`src/sv/plsa_pkg.sv`:
```
// Types, constants and arithmetic helpers of the phone lookahead score accumulator.
`timescale 1ns / 1ps
package plsa_pkg;

   localparam int SCORE_W = 32;
   localparam int PHONE_W = 6;
   localparam int FUNC_W = 2;
   localparam int MODE_W = 2;
   localparam int COUNT_W = 4;
   localparam int CSR_INDEX_W = 2;
   localparam int CSR_DATA_W = 4;

   localparam int PLSA_PHONES = 64;
   localparam int PLSA_QUEUE_DEPTH = 2;

   localparam logic [SCORE_W-1:0] MOST_NEG = 32'h8000_0000;

   localparam logic [FUNC_W-1:0] FUNC_CLEAR = 2'd0;
   localparam logic [FUNC_W-1:0] FUNC_SCORE = 2'd1;
   localparam logic [FUNC_W-1:0] FUNC_READ = 2'd2;

   localparam logic [MODE_W-1:0] MODE_OFF = 2'd0;
   localparam logic [MODE_W-1:0] MODE_MAX = 2'd1;
   localparam logic [MODE_W-1:0] MODE_AVG = 2'd2;
   localparam logic [MODE_W-1:0] MODE_FIRST = 2'd3;

   localparam logic [MODE_W-1:0] RESET_MODE = MODE_MAX;
   localparam logic [COUNT_W-1:0] RESET_COUNT = 4'd3;

   localparam logic [CSR_INDEX_W-1:0] CSR_REDUCE_MODE = 2'd0;
   localparam logic [CSR_INDEX_W-1:0] CSR_STATE_COUNT = 2'd1;

   typedef enum logic [1:0] {
      OP_CLEAR = 2'd0,
      OP_SCORE = 2'd1,
      OP_READ = 2'd2
   } plsa_op_type;

   typedef struct packed {
      logic [FUNC_W-1:0] func;
      logic signed [SCORE_W-1:0] senone_score;
      logic [PHONE_W-1:0] phone_index;
      logic phone_start;
      logic phone_last;
   } plsa_req_type;

   typedef struct packed {
      logic [PHONE_W-1:0] out_phone;
      logic signed [SCORE_W-1:0] heuristic;
   } plsa_rsp_type;

   typedef struct packed {
      plsa_op_type op;
      logic [SCORE_W-1:0] score;
      logic [PHONE_W-1:0] phone;
      logic phone_start;
      logic phone_last;
      logic in_range;
   } plsa_cmd_type;

   typedef struct packed {
      logic [MODE_W-1:0] reduce_mode;
      logic [COUNT_W-1:0] state_count;
   } plsa_cfg_type;

   function automatic logic [SCORE_W-1:0] sat_add(input logic [SCORE_W-1:0] a,
                                                   input logic [SCORE_W-1:0] b);
      logic [SCORE_W-1:0] c;
      c = a + b;
      if (a[SCORE_W-1] && b[SCORE_W-1] && (c != '0) && !c[SCORE_W-1]) begin
         return MOST_NEG;
      end
      return c;
   endfunction

   function automatic logic [SCORE_W-1:0] smax(input logic [SCORE_W-1:0] a,
                                                input logic [SCORE_W-1:0] b);
      return ($signed(a) < $signed(b)) ? b : a;
   endfunction

endpackage

```
`src/sv/plsa_queue.sv`:
```
// Small register queue used for commands and for results.
`timescale 1ns / 1ps
module plsa_queue import plsa_pkg::*; #(
   parameter int WIDTH = 8,
   parameter int DEPTH = PLSA_QUEUE_DEPTH
) (
   input  logic             clock,
   input  logic             reset,
   input  logic             push,
   input  logic [WIDTH-1:0] push_data,
   output logic             full,
   input  logic             pop,
   output logic             empty,
   output logic [WIDTH-1:0] head_data
);

   localparam int PTR_W = (DEPTH > 1) ? $clog2(DEPTH) : 1;
   localparam int CNT_W = $clog2(DEPTH + 1);

   logic [WIDTH-1:0] data_ff [DEPTH];
   logic [PTR_W-1:0] wr_ptr_ff, wr_ptr_in;
   logic [PTR_W-1:0] rd_ptr_ff, rd_ptr_in;
   logic [CNT_W-1:0] count_ff, count_in;
   logic do_push, do_pop;

   assign full = (count_ff == CNT_W'(DEPTH));
   assign empty = (count_ff == '0);
   assign head_data = data_ff[rd_ptr_ff];
   assign do_push = push && !full;
   assign do_pop = pop && !empty;

   always_comb begin
      wr_ptr_in = wr_ptr_ff;
      rd_ptr_in = rd_ptr_ff;
      count_in = count_ff;
      if (do_push) begin
         wr_ptr_in = (wr_ptr_ff == PTR_W'(DEPTH - 1)) ? '0 : wr_ptr_ff + 1'b1;
      end
      if (do_pop) begin
         rd_ptr_in = (rd_ptr_ff == PTR_W'(DEPTH - 1)) ? '0 : rd_ptr_ff + 1'b1;
      end
      if (do_push && !do_pop) begin
         count_in = count_ff + 1'b1;
      end else if (do_pop && !do_push) begin
         count_in = count_ff - 1'b1;
      end
   end

   always_ff @(posedge clock) begin
      if (reset) begin
         wr_ptr_ff <= '0;
         rd_ptr_ff <= '0;
         count_ff <= '0;
      end else begin
         wr_ptr_ff <= wr_ptr_in;
         rd_ptr_ff <= rd_ptr_in;
         count_ff <= count_in;
      end
   end

   always_ff @(posedge clock) begin
      if (do_push) begin
         data_ff[wr_ptr_ff] <= push_data;
      end
   end

endmodule

```
`src/sv/plsa_front.sv`:
```
// Front end: classify incoming items into commands and drop those with no effect.
`timescale 1ns / 1ps
module plsa_front import plsa_pkg::*; #(
   parameter int PHONES = PLSA_PHONES
) (
   input  plsa_cfg_type cfg,
   input  logic         req_push,
   input  plsa_req_type req_data,
   input  logic         cmd_full,
   output logic         cmd_push,
   output plsa_cmd_type cmd_data
);

   localparam int DEPTH = (PHONES < (1 << PHONE_W)) ? PHONES : (1 << PHONE_W);

   logic keep;

   always_comb begin
      keep = 1'b0;
      cmd_data.op = OP_CLEAR;
      unique case (req_data.func)
         FUNC_CLEAR: begin
            keep = 1'b1;
            cmd_data.op = OP_CLEAR;
         end
         FUNC_READ: begin
            keep = 1'b1;
            cmd_data.op = OP_READ;
         end
         FUNC_SCORE: begin
            keep = (cfg.reduce_mode != MODE_OFF);
            cmd_data.op = OP_SCORE;
         end
         default: begin
            keep = 1'b0;
         end
      endcase
      cmd_data.score = req_data.senone_score;
      cmd_data.phone = req_data.phone_index;
      cmd_data.phone_start = req_data.phone_start;
      cmd_data.phone_last = req_data.phone_last;
      cmd_data.in_range = ({1'b0, req_data.phone_index} < (PHONE_W + 1)'(DEPTH));
   end

   assign cmd_push = req_push && !cmd_full && keep;

endmodule

```
`src/sv/plsa_div.sv`:
```
// Bit-serial signed-by-unsigned divider, truncating toward zero.
`timescale 1ns / 1ps
module plsa_div import plsa_pkg::*; (
   input  logic               clock,
   input  logic               reset,
   input  logic               start,
   input  logic [SCORE_W-1:0] dividend,
   input  logic [COUNT_W-1:0] divisor,
   output logic               done,
   output logic [SCORE_W-1:0] quotient
);

   localparam int STEP_W = $clog2(SCORE_W);

   logic busy_ff, busy_in;
   logic done_ff, done_in;
   logic [STEP_W-1:0] step_ff, step_in;
   logic [COUNT_W-1:0] rem_ff, rem_in;
   logic [SCORE_W-1:0] quo_ff, quo_in;
   logic [COUNT_W-1:0] dsr_ff, dsr_in;
   logic neg_ff, neg_in;
   logic [COUNT_W:0] trial;

   always_comb begin
      busy_in = busy_ff;
      done_in = 1'b0;
      step_in = step_ff;
      rem_in = rem_ff;
      quo_in = quo_ff;
      dsr_in = dsr_ff;
      neg_in = neg_ff;
      trial = {rem_ff, quo_ff[SCORE_W-1]};
      if (start) begin
         busy_in = 1'b1;
         step_in = '0;
         rem_in = '0;
         neg_in = dividend[SCORE_W-1];
         quo_in = dividend[SCORE_W-1] ? (~dividend + 1'b1) : dividend;
         dsr_in = (divisor == '0) ? COUNT_W'(1) : divisor;
      end else if (busy_ff) begin
         if (trial >= {1'b0, dsr_ff}) begin
            rem_in = COUNT_W'(trial - {1'b0, dsr_ff});
            quo_in = {quo_ff[SCORE_W-2:0], 1'b1};
         end else begin
            rem_in = COUNT_W'(trial);
            quo_in = {quo_ff[SCORE_W-2:0], 1'b0};
         end
         step_in = step_ff + 1'b1;
         if (step_ff == STEP_W'(SCORE_W - 1)) begin
            busy_in = 1'b0;
            done_in = 1'b1;
         end
      end
   end

   always_ff @(posedge clock) begin
      if (reset) begin
         busy_ff <= 1'b0;
         done_ff <= 1'b0;
         step_ff <= '0;
      end else begin
         busy_ff <= busy_in;
         done_ff <= done_in;
         step_ff <= step_in;
      end
   end

   always_ff @(posedge clock) begin
      rem_ff <= rem_in;
      quo_ff <= quo_in;
      dsr_ff <= dsr_in;
      neg_ff <= neg_in;
   end

   assign done = done_ff;
   assign quotient = neg_ff ? (~quo_ff + 1'b1) : quo_ff;

endmodule

```
`src/sv/plsa_back.sv`:
```
// Back end: phone table, running reduction and result generation.
`timescale 1ns / 1ps
module plsa_back import plsa_pkg::*; #(
   parameter int PHONES = PLSA_PHONES
) (
   input  logic         clock,
   input  logic         reset,
   input  plsa_cfg_type cfg,
   input  logic         cmd_empty,
   input  plsa_cmd_type cmd_head,
   output logic         cmd_pop,
   input  logic         rsp_full,
   output logic         rsp_push,
   output plsa_rsp_type rsp_data
);

   localparam int DEPTH = (PHONES < (1 << PHONE_W)) ? PHONES : (1 << PHONE_W);
   localparam int IDX_W = $clog2(DEPTH);

   typedef enum logic [4:0] {
      ST_IDLE = 5'b00001,
      ST_LOAD = 5'b00010,
      ST_DIV = 5'b00100,
      ST_FINISH = 5'b01000,
      ST_READ = 5'b10000
   } state_type;

   state_type state_ff, state_in;
   plsa_cmd_type cmd_ff, cmd_in;
   logic [SCORE_W-1:0] running_ff, running_in;
   logic [SCORE_W-1:0] base_ff, base_in;
   logic [SCORE_W-1:0] red_ff, red_in;
   logic [SCORE_W-1:0] table_mem [DEPTH];
   logic [SCORE_W-1:0] rd_data_ff;
   logic rd_valid_ff;
   logic [DEPTH-1:0] valid_ff;
   logic mem_rd, mem_wr, clear_all, div_start, div_done;
   logic [SCORE_W-1:0] wr_val, div_quo;
   logic [SCORE_W-1:0] run_base, run_next, entry, first_sum, total;
   logic [IDX_W-1:0] rd_addr, wr_addr;

   assign rd_addr = cmd_head.phone[IDX_W-1:0];
   assign wr_addr = cmd_ff.phone[IDX_W-1:0];
   assign entry = rd_valid_ff ? rd_data_ff : '0;
   assign first_sum = sat_add(entry, cmd_ff.score);
   assign total = sat_add(base_ff, red_ff);

   always_comb begin
      if (cmd_head.phone_start) begin
         run_base = (cfg.reduce_mode == MODE_AVG) ? '0 : MOST_NEG;
      end else begin
         run_base = running_ff;
      end
      if (cfg.reduce_mode == MODE_AVG) begin
         run_next = sat_add(cmd_head.score, run_base);
      end else begin
         run_next = smax(run_base, cmd_head.score);
      end
   end

   always_comb begin
      state_in = state_ff;
      cmd_in = cmd_ff;
      running_in = running_ff;
      base_in = base_ff;
      red_in = red_ff;
      mem_rd = 1'b0;
      mem_wr = 1'b0;
      wr_val = first_sum;
      clear_all = 1'b0;
      div_start = 1'b0;
      cmd_pop = 1'b0;
      rsp_push = 1'b0;
      rsp_data.out_phone = cmd_ff.phone;
      rsp_data.heuristic = entry;
      unique case (state_ff)
         ST_IDLE: begin
            if (!cmd_empty && !rsp_full) begin
               cmd_pop = 1'b1;
               cmd_in = cmd_head;
               unique case (cmd_head.op)
                  OP_CLEAR: begin
                     clear_all = 1'b1;
                     running_in = MOST_NEG;
                  end
                  OP_READ: begin
                     mem_rd = 1'b1;
                     state_in = ST_READ;
                  end
                  OP_SCORE: begin
                     running_in = run_next;
                     if (cmd_head.phone_last) begin
                        red_in = run_next;
                        running_in = MOST_NEG;
                     end
                     if (cmd_head.phone_last ||
                         ((cfg.reduce_mode == MODE_FIRST) && cmd_head.phone_start)) begin
                        mem_rd = 1'b1;
                        state_in = ST_LOAD;
                     end
                  end
                  default: begin
                  end
               endcase
            end
         end
         ST_READ: begin
            rsp_push = 1'b1;
            state_in = ST_IDLE;
         end
         ST_LOAD: begin
            base_in = entry;
            if ((cfg.reduce_mode == MODE_FIRST) && cmd_ff.phone_start && cmd_ff.in_range) begin
               base_in = first_sum;
               mem_wr = 1'b1;
               wr_val = first_sum;
            end
            if (!cmd_ff.phone_last) begin
               state_in = ST_IDLE;
            end else if (cfg.reduce_mode == MODE_AVG) begin
               div_start = 1'b1;
               state_in = ST_DIV;
            end else begin
               state_in = ST_FINISH;
            end
         end
         ST_DIV: begin
            if (div_done) begin
               red_in = div_quo;
               state_in = ST_FINISH;
            end
         end
         ST_FINISH: begin
            mem_wr = cmd_ff.in_range;
            wr_val = total;
            rsp_push = 1'b1;
            rsp_data.heuristic = cmd_ff.in_range ? total : '0;
            state_in = ST_IDLE;
         end
         default: begin
            state_in = ST_IDLE;
         end
      endcase
   end

   plsa_div u_div (
      .clock    (clock),
      .reset    (reset),
      .start    (div_start),
      .dividend (red_ff),
      .divisor  (cfg.state_count),
      .done     (div_done),
      .quotient (div_quo)
   );

   always_ff @(posedge clock) begin
      if (reset) begin
         state_ff <= ST_IDLE;
         running_ff <= MOST_NEG;
         valid_ff <= '0;
      end else begin
         state_ff <= state_in;
         running_ff <= running_in;
         if (clear_all) begin
            valid_ff <= '0;
         end else if (mem_wr) begin
            valid_ff[wr_addr] <= 1'b1;
         end
      end
   end

   always_ff @(posedge clock) begin
      cmd_ff <= cmd_in;
      base_ff <= base_in;
      red_ff <= red_in;
      if (mem_rd) begin
         rd_data_ff <= table_mem[rd_addr];
         rd_valid_ff <= valid_ff[rd_addr] && cmd_head.in_range;
      end
      if (mem_wr) begin
         table_mem[wr_addr] <= wr_val;
      end
   end

endmodule

```
`src/sv/phone_lookahead_score_accumulator_top.sv`:
```
// Top level of the phone lookahead score accumulator.
//
// Input queue: drive req_data and raise req_push; a transfer happens at a
// clock edge with req_push high and req_full low. Results come out of a
// queue: while rsp_empty is low, rsp_data holds the oldest result, taken at
// an edge with rsp_pop high. The csr_ port writes reduce_mode (index 0) and
// state_count (index 1); csr_ready is always high. Write it only when idle.
// Items enter a command queue and are carried out one at a time by the table
// sequencer: a clear or a score item that touches no entry ends in idle, a
// read passes the read state, a first score in mode 3 the load state, and a
// phone end the load and finish states in modes 1 and 3 and in mode 2 also a
// 32-step bit-serial divider. Results are queued by the read or finish state.
// Reset empties both queues, clears all table valid bits, sets the running
// value to the most negative number and the registers to mode 1, count 3.
// When the result queue is full the sequencer holds; items keep entering
// the command queue until it fills and req_full rises.
`timescale 1ns / 1ps
module phone_lookahead_score_accumulator_top import plsa_pkg::*; #(
   parameter int PHONES = PLSA_PHONES,
   parameter int QUEUE_DEPTH = PLSA_QUEUE_DEPTH
) (
   input  logic                   clock,
   input  logic                   reset,
   input  logic                   req_push,
   output logic                   req_full,
   input  plsa_req_type           req_data,
   output logic                   rsp_empty,
   input  logic                   rsp_pop,
   output plsa_rsp_type           rsp_data,
   input  logic                   csr_valid,
   output logic                   csr_ready,
   input  logic [CSR_INDEX_W-1:0] csr_index,
   input  logic [CSR_DATA_W-1:0]  csr_data
);

   localparam int CMD_W = $bits(plsa_cmd_type);
   localparam int RSP_W = $bits(plsa_rsp_type);

   plsa_cfg_type cfg_ff, cfg_in;
   logic cmd_push, cmd_full, cmd_pop, cmd_empty;
   plsa_cmd_type cmd_data, cmd_head;
   logic [CMD_W-1:0] cmd_head_bits;
   logic rsp_push, rsp_full;
   plsa_rsp_type rsp_in;
   logic [RSP_W-1:0] rsp_head_bits;

   assign csr_ready = 1'b1;

   always_comb begin
      cfg_in = cfg_ff;
      if (csr_valid && csr_ready) begin
         unique case (csr_index)
            CSR_REDUCE_MODE: cfg_in.reduce_mode = csr_data[MODE_W-1:0];
            CSR_STATE_COUNT: cfg_in.state_count = csr_data[COUNT_W-1:0];
            default: begin
            end
         endcase
      end
   end

   always_ff @(posedge clock) begin
      if (reset) begin
         cfg_ff.reduce_mode <= RESET_MODE;
         cfg_ff.state_count <= RESET_COUNT;
      end else begin
         cfg_ff <= cfg_in;
      end
   end

   plsa_front #(
      .PHONES (PHONES)
   ) u_front (
      .cfg      (cfg_ff),
      .req_push (req_push),
      .req_data (req_data),
      .cmd_full (cmd_full),
      .cmd_push (cmd_push),
      .cmd_data (cmd_data)
   );

   assign req_full = cmd_full;

   plsa_queue #(
      .WIDTH (CMD_W),
      .DEPTH (QUEUE_DEPTH)
   ) u_cmd_queue (
      .clock     (clock),
      .reset     (reset),
      .push      (cmd_push),
      .push_data (cmd_data),
      .full      (cmd_full),
      .pop       (cmd_pop),
      .empty     (cmd_empty),
      .head_data (cmd_head_bits)
   );

   assign cmd_head = plsa_cmd_type'(cmd_head_bits);

   plsa_back #(
      .PHONES (PHONES)
   ) u_back (
      .clock     (clock),
      .reset     (reset),
      .cfg       (cfg_ff),
      .cmd_empty (cmd_empty),
      .cmd_head  (cmd_head),
      .cmd_pop   (cmd_pop),
      .rsp_full  (rsp_full),
      .rsp_push  (rsp_push),
      .rsp_data  (rsp_in)
   );

   plsa_queue #(
      .WIDTH (RSP_W),
      .DEPTH (QUEUE_DEPTH)
   ) u_rsp_queue (
      .clock     (clock),
      .reset     (reset),
      .push      (rsp_push),
      .push_data (rsp_in),
      .full      (rsp_full),
      .pop       (rsp_pop),
      .empty     (rsp_empty),
      .head_data (rsp_head_bits)
   );

   assign rsp_data = plsa_rsp_type'(rsp_head_bits);

endmodule

```
`config.mk`:
```
export PLATFORM = sky130hd
export DESIGN_NAME = phone_lookahead_score_accumulator_top
export DESIGN_NICKNAME = d
export VERILOG_FILES = /design/src/sv/plsa_pkg.sv /design/src/sv/plsa_queue.sv /design/src/sv/plsa_front.sv /design/src/sv/plsa_div.sv /design/src/sv/plsa_back.sv /design/src/sv/phone_lookahead_score_accumulator_top.sv
export SDC_FILE = /design/constraint.sdc
export NUM_CORES = 2
export LEC_CHECK = 0
export ABC_AREA = 0
export ABC_CLOCK_PERIOD_IN_PS = 9550
export BUFFER_PORTS_ARGS = -buffer_cell sky130_fd_sc_hd__buf_2
export CAP_MARGIN = 25
export CORE_MARGIN = 10
export CORE_UTILIZATION = 45
export CTS_CLUSTER_SIZE = 10
export DETAILED_ROUTE_END_ITERATION = 10
export SETUP_SLACK_MARGIN = 0.05
export SYNTH_ARGS = -nofsm -noshare
export SYNTH_HDL_FRONTEND = slang
export SYNTH_SLANG_ARGS = --single-unit
```
`constraint.sdc`:
```
create_clock -name clock -period 9.55 [get_ports clock]
set_input_delay 0.955 -clock clock [delete_from_list [all_inputs] [get_ports clock]]
set_output_delay 0.955 -clock clock [all_outputs]
set_load 0.01 [all_outputs]
```
==> run summary <==
worst vdd ir - 0.417 mV
Final Max Slew Viols - 0
slowest CP cell - buf_4
worst path required time - 10230 ps
Clock transition at path regs - 50 ps
Post-Syn Area per Cell - 12.1 sq um
cells after synthesis - 8915
placed insts - 11800
worst r2r path cells - 13
FP Rows - 179
CTS tree - built
fin cells - 12300
DR iter-0 viols - 8739
Synth Warn # - 0
main flop type after synthesis - edfxtp_1
area delta synth->final - 12.9%
final worst setup slack - 3300 ps
number of H-tree levels - 5
GRT Overall Usage - 25.4%
asr flop ratio synth - 0%
Inserted Clock Buffers - 306
Worst R2R Setup Slack - 3300 ps
GRT Residual Overflow - 0
Seq cells post-synth - 2510
TritonRoute pass-1 iters - 6
dominant cells by area after synthesis - edfxtp_1 (67%), nand2_1 (8.1%), nand3_1 (5.1%)
RSZ-0062 raised after global routing - no
Setup CP Type - reg -> reg
post-route ant nets - 0
Via density - 6.08
commonest cells after routing, fill and taps aside - edfxtp_1 (2382), nand2_1 (2322), nand3_1 (1097)
top sig layer - met5
share of layout cells above drive strength 1 - 9.56%
Final Routed Wirelength - 339 mm
wire length per cell - 27.7 um
Finished Core Util - 51.1%
Fin. Hold Viols - 0
P_leak - 41.9 nW
Critical Path Start Type - register
# resized after CTS - 0
met3 WL - 28.6 mm
fill cell count - 20200
Hold/Removal Path Class - in -> reg
WP data arrival - 6920 ps
Hold Path Cell Cnt - 1
initial core utilization - 45.2%
hold_sp - req_data[3]
Worst Hold End - u_cmd_queue.data_ff[1][3]
Final Cycle Share - 65.4%
commonest non-fill, non-tap cell in the layout - edfxtp_1
Setup TNS Final - 0 ps
Root Driver - clkbuf_16
area leader, netlist - edfxtp_1
vias in the first global route - 70800
Peak Freq - 160 MHz
total power - 39.6 mW
Seq/Total Area, Yosys - 68.9%
share of the synthesized area in the top cell type - 66.5%
input/output buffers - 92
Residual DRC - 0
Detail Placement HPWL - 191 mm
Die Ht - 509 um
die area - 259000 sq um
Clock Latency Late Sink - 950 ps
Clock Sinks - 2510
post-synth cell types - 82
CTS max path bufs - 4
total power per unit cell area - 326 nW/um^2
met2 routed wirelength - 159 mm
met1 WL - 135 mm
Slew HR - 21.8%
Clock Skews - 98.0 ps
chip width - 509 um
CP Max Fanout - 167
final setup fails - 0
Max-Cap Viols - 0
Place WS - 3240 ps
FF-to-FF End - u_back.rd_data_ff[0]
syn_nets - 9109
EDFF count, synth - 2382
CTS hold repair buffers - 0
Tmin final - 6250 ps
cell area after synthesis - 108000 sq um
largest net degree at the start of global routing - 168
CORE AREA - 238000 sq um
GP Congestion - 0.958
status - completed
Crit path largest cell delay - 850 ps
vias post-DR - 74500
antenna violations before repair - 27
global-route wire length before repair - 488 mm
Final nets - 9170
worst-path cell chain - buf_4 -> mux2i_4 -> buf_12 -> buf_12 -> buf_4 -> nand2_1 -> and3_1 -> a311oi_1 -> a311oi_1 -> a311oi_1 -> nor3_1 -> buf_4 -> a21oi_1
io pins - 94
Setup Fix Bufs, Post-CTS - 0
CP Capture Type - register
Tightest Pin Transition - 1160 ps
-- flip-flops by register name, indices dropped and copies added (netlist names), 2 cells and up, named ones only --
signal                flops
u_back.u_div.dsr_ff       4
u_back.valid_ff          64
u_rsp_queue.data_ff      76
u_back.base_ff           32
u_cmd_queue.count_ff      2
u_rsp_queue.count_ff      2
u_back.u_div.rem_ff       4
u_back.state_ff           5
u_cmd_queue.data_ff      84
u_back.red_ff            32
u_back.wr_addr            6
u_back.u_div.quo_ff      32
u_back.rd_data_ff        32
cfg_ff                    6
u_back.table_mem       2048
u_back.u_div.step_ff      5
u_back.running_ff        32
u_back.cmd_ff            34
-- synthesized netlist by cell type, types with 42 or more instances --
master	instances
inv_1	113
nand3_1	1098
a21oi_1	212
buf_1	52
nor2_1	227
mux2i_1	55
a31oi_1	54
o21ai_0	161
mux2_2	50
a211oi_1	42
and3_1	147
xnor2_1	71
dfxtp_1	128
and2_1	67
a311oi_1	364
ha_1	137
o21a_1	74
clkbuf_1	518
nor3_1	73
xor2_1	61
edfxtp_1	2382
nand2_1	2324
-- worst max path at each step --
stage,start,endpoint,slack (ps),cells past startpoint
final,register,u_back.rd_data_ff[0],3300,13
after global placement,register,u_back.rd_data_ff[18],3250,12
after CTS,register,u_back.rd_data_ff[0],3260,12
after global routing,register,u_back.rd_data_ff[3],3010,12
after floorplan,u_back.state_ff[4],u_back.table_mem[40][0],780,4
after detailed placement,register,u_back.rd_data_ff[0],3240,12
-- metal layers --
layer | track usage, % | vias to the layer above
met5 | 0 | -
met4 | 11.2 | 6
met3 | 4.27 | 699
met2 | 40.8 | 3581
met1 | 33.9 | 37200
li1 | - | 33000
-- cell type report --
type	instances	area, sq um	share of cell area [%]
clock inverter	15	165	0.136
antenna	21	52.6	0.0433
tap	3167	3960	3.26
sequential	2510	74100	61.0
timing repair buffer	326	2550	2.10
clock buffer	385	8120	6.69
multi-input combinational	5716	32000	26.4
inverter	116	455	0.375
-- where the power goes --
group	switching (mW)	internal, mW	total [mW]	leakage (nW)
Combinational	10.1	2.98	13.1	15.4
Clock	4.16	5.93	10.1	4.03
Sequential	0.409	16.0	16.4	22.5
Total	14.7	24.9	39.6	41.9
-- cell families (layout without fill, tap and decap cells) --
logic type / count (synthesis) / after routing / share of synthesized area, %
AO/OA/AOI/OAI: 1193 / 1193 / 7.95
buffers and inverters: 689 / 842 / 2.41
AND/OR/NAND/NOR: 4143 / 4143 / 17.0
adder cells (fa/ha/maj): 142 / 142 / 1.68
multiplexers: 105 / 105 / 1.04
XOR/XNOR: 132 / 132 / 1.07
flip-flops: 2510 / 2510 / 68.9
other: 1 / 22 / 0.00349
-- metrics by stage --
| stage | instance area (sq um) | hold WS [ps] |
|---|---|---|
| after floorplan | 108000 | 417 |
| after global placement | 113000 | 428 |
| after detailed placement | 113000 | 438 |
| after CTS | 121000 | 205 |
| after global routing | 121000 | 227 |
| final | 121000 | 270 |
-- critical path: cells and delay by family, from the launching register on --
family / cells / cell delay [ps]
AND/OR/NAND/NOR: 3 / 520
AO/OA/AOI/OAI: 4 / 1570
buffers and inverters: 5 / 2650
flip-flops: 1 / 340
multiplexers: 1 / 490
No activity file was read; power rests on OpenSTA's default activity.
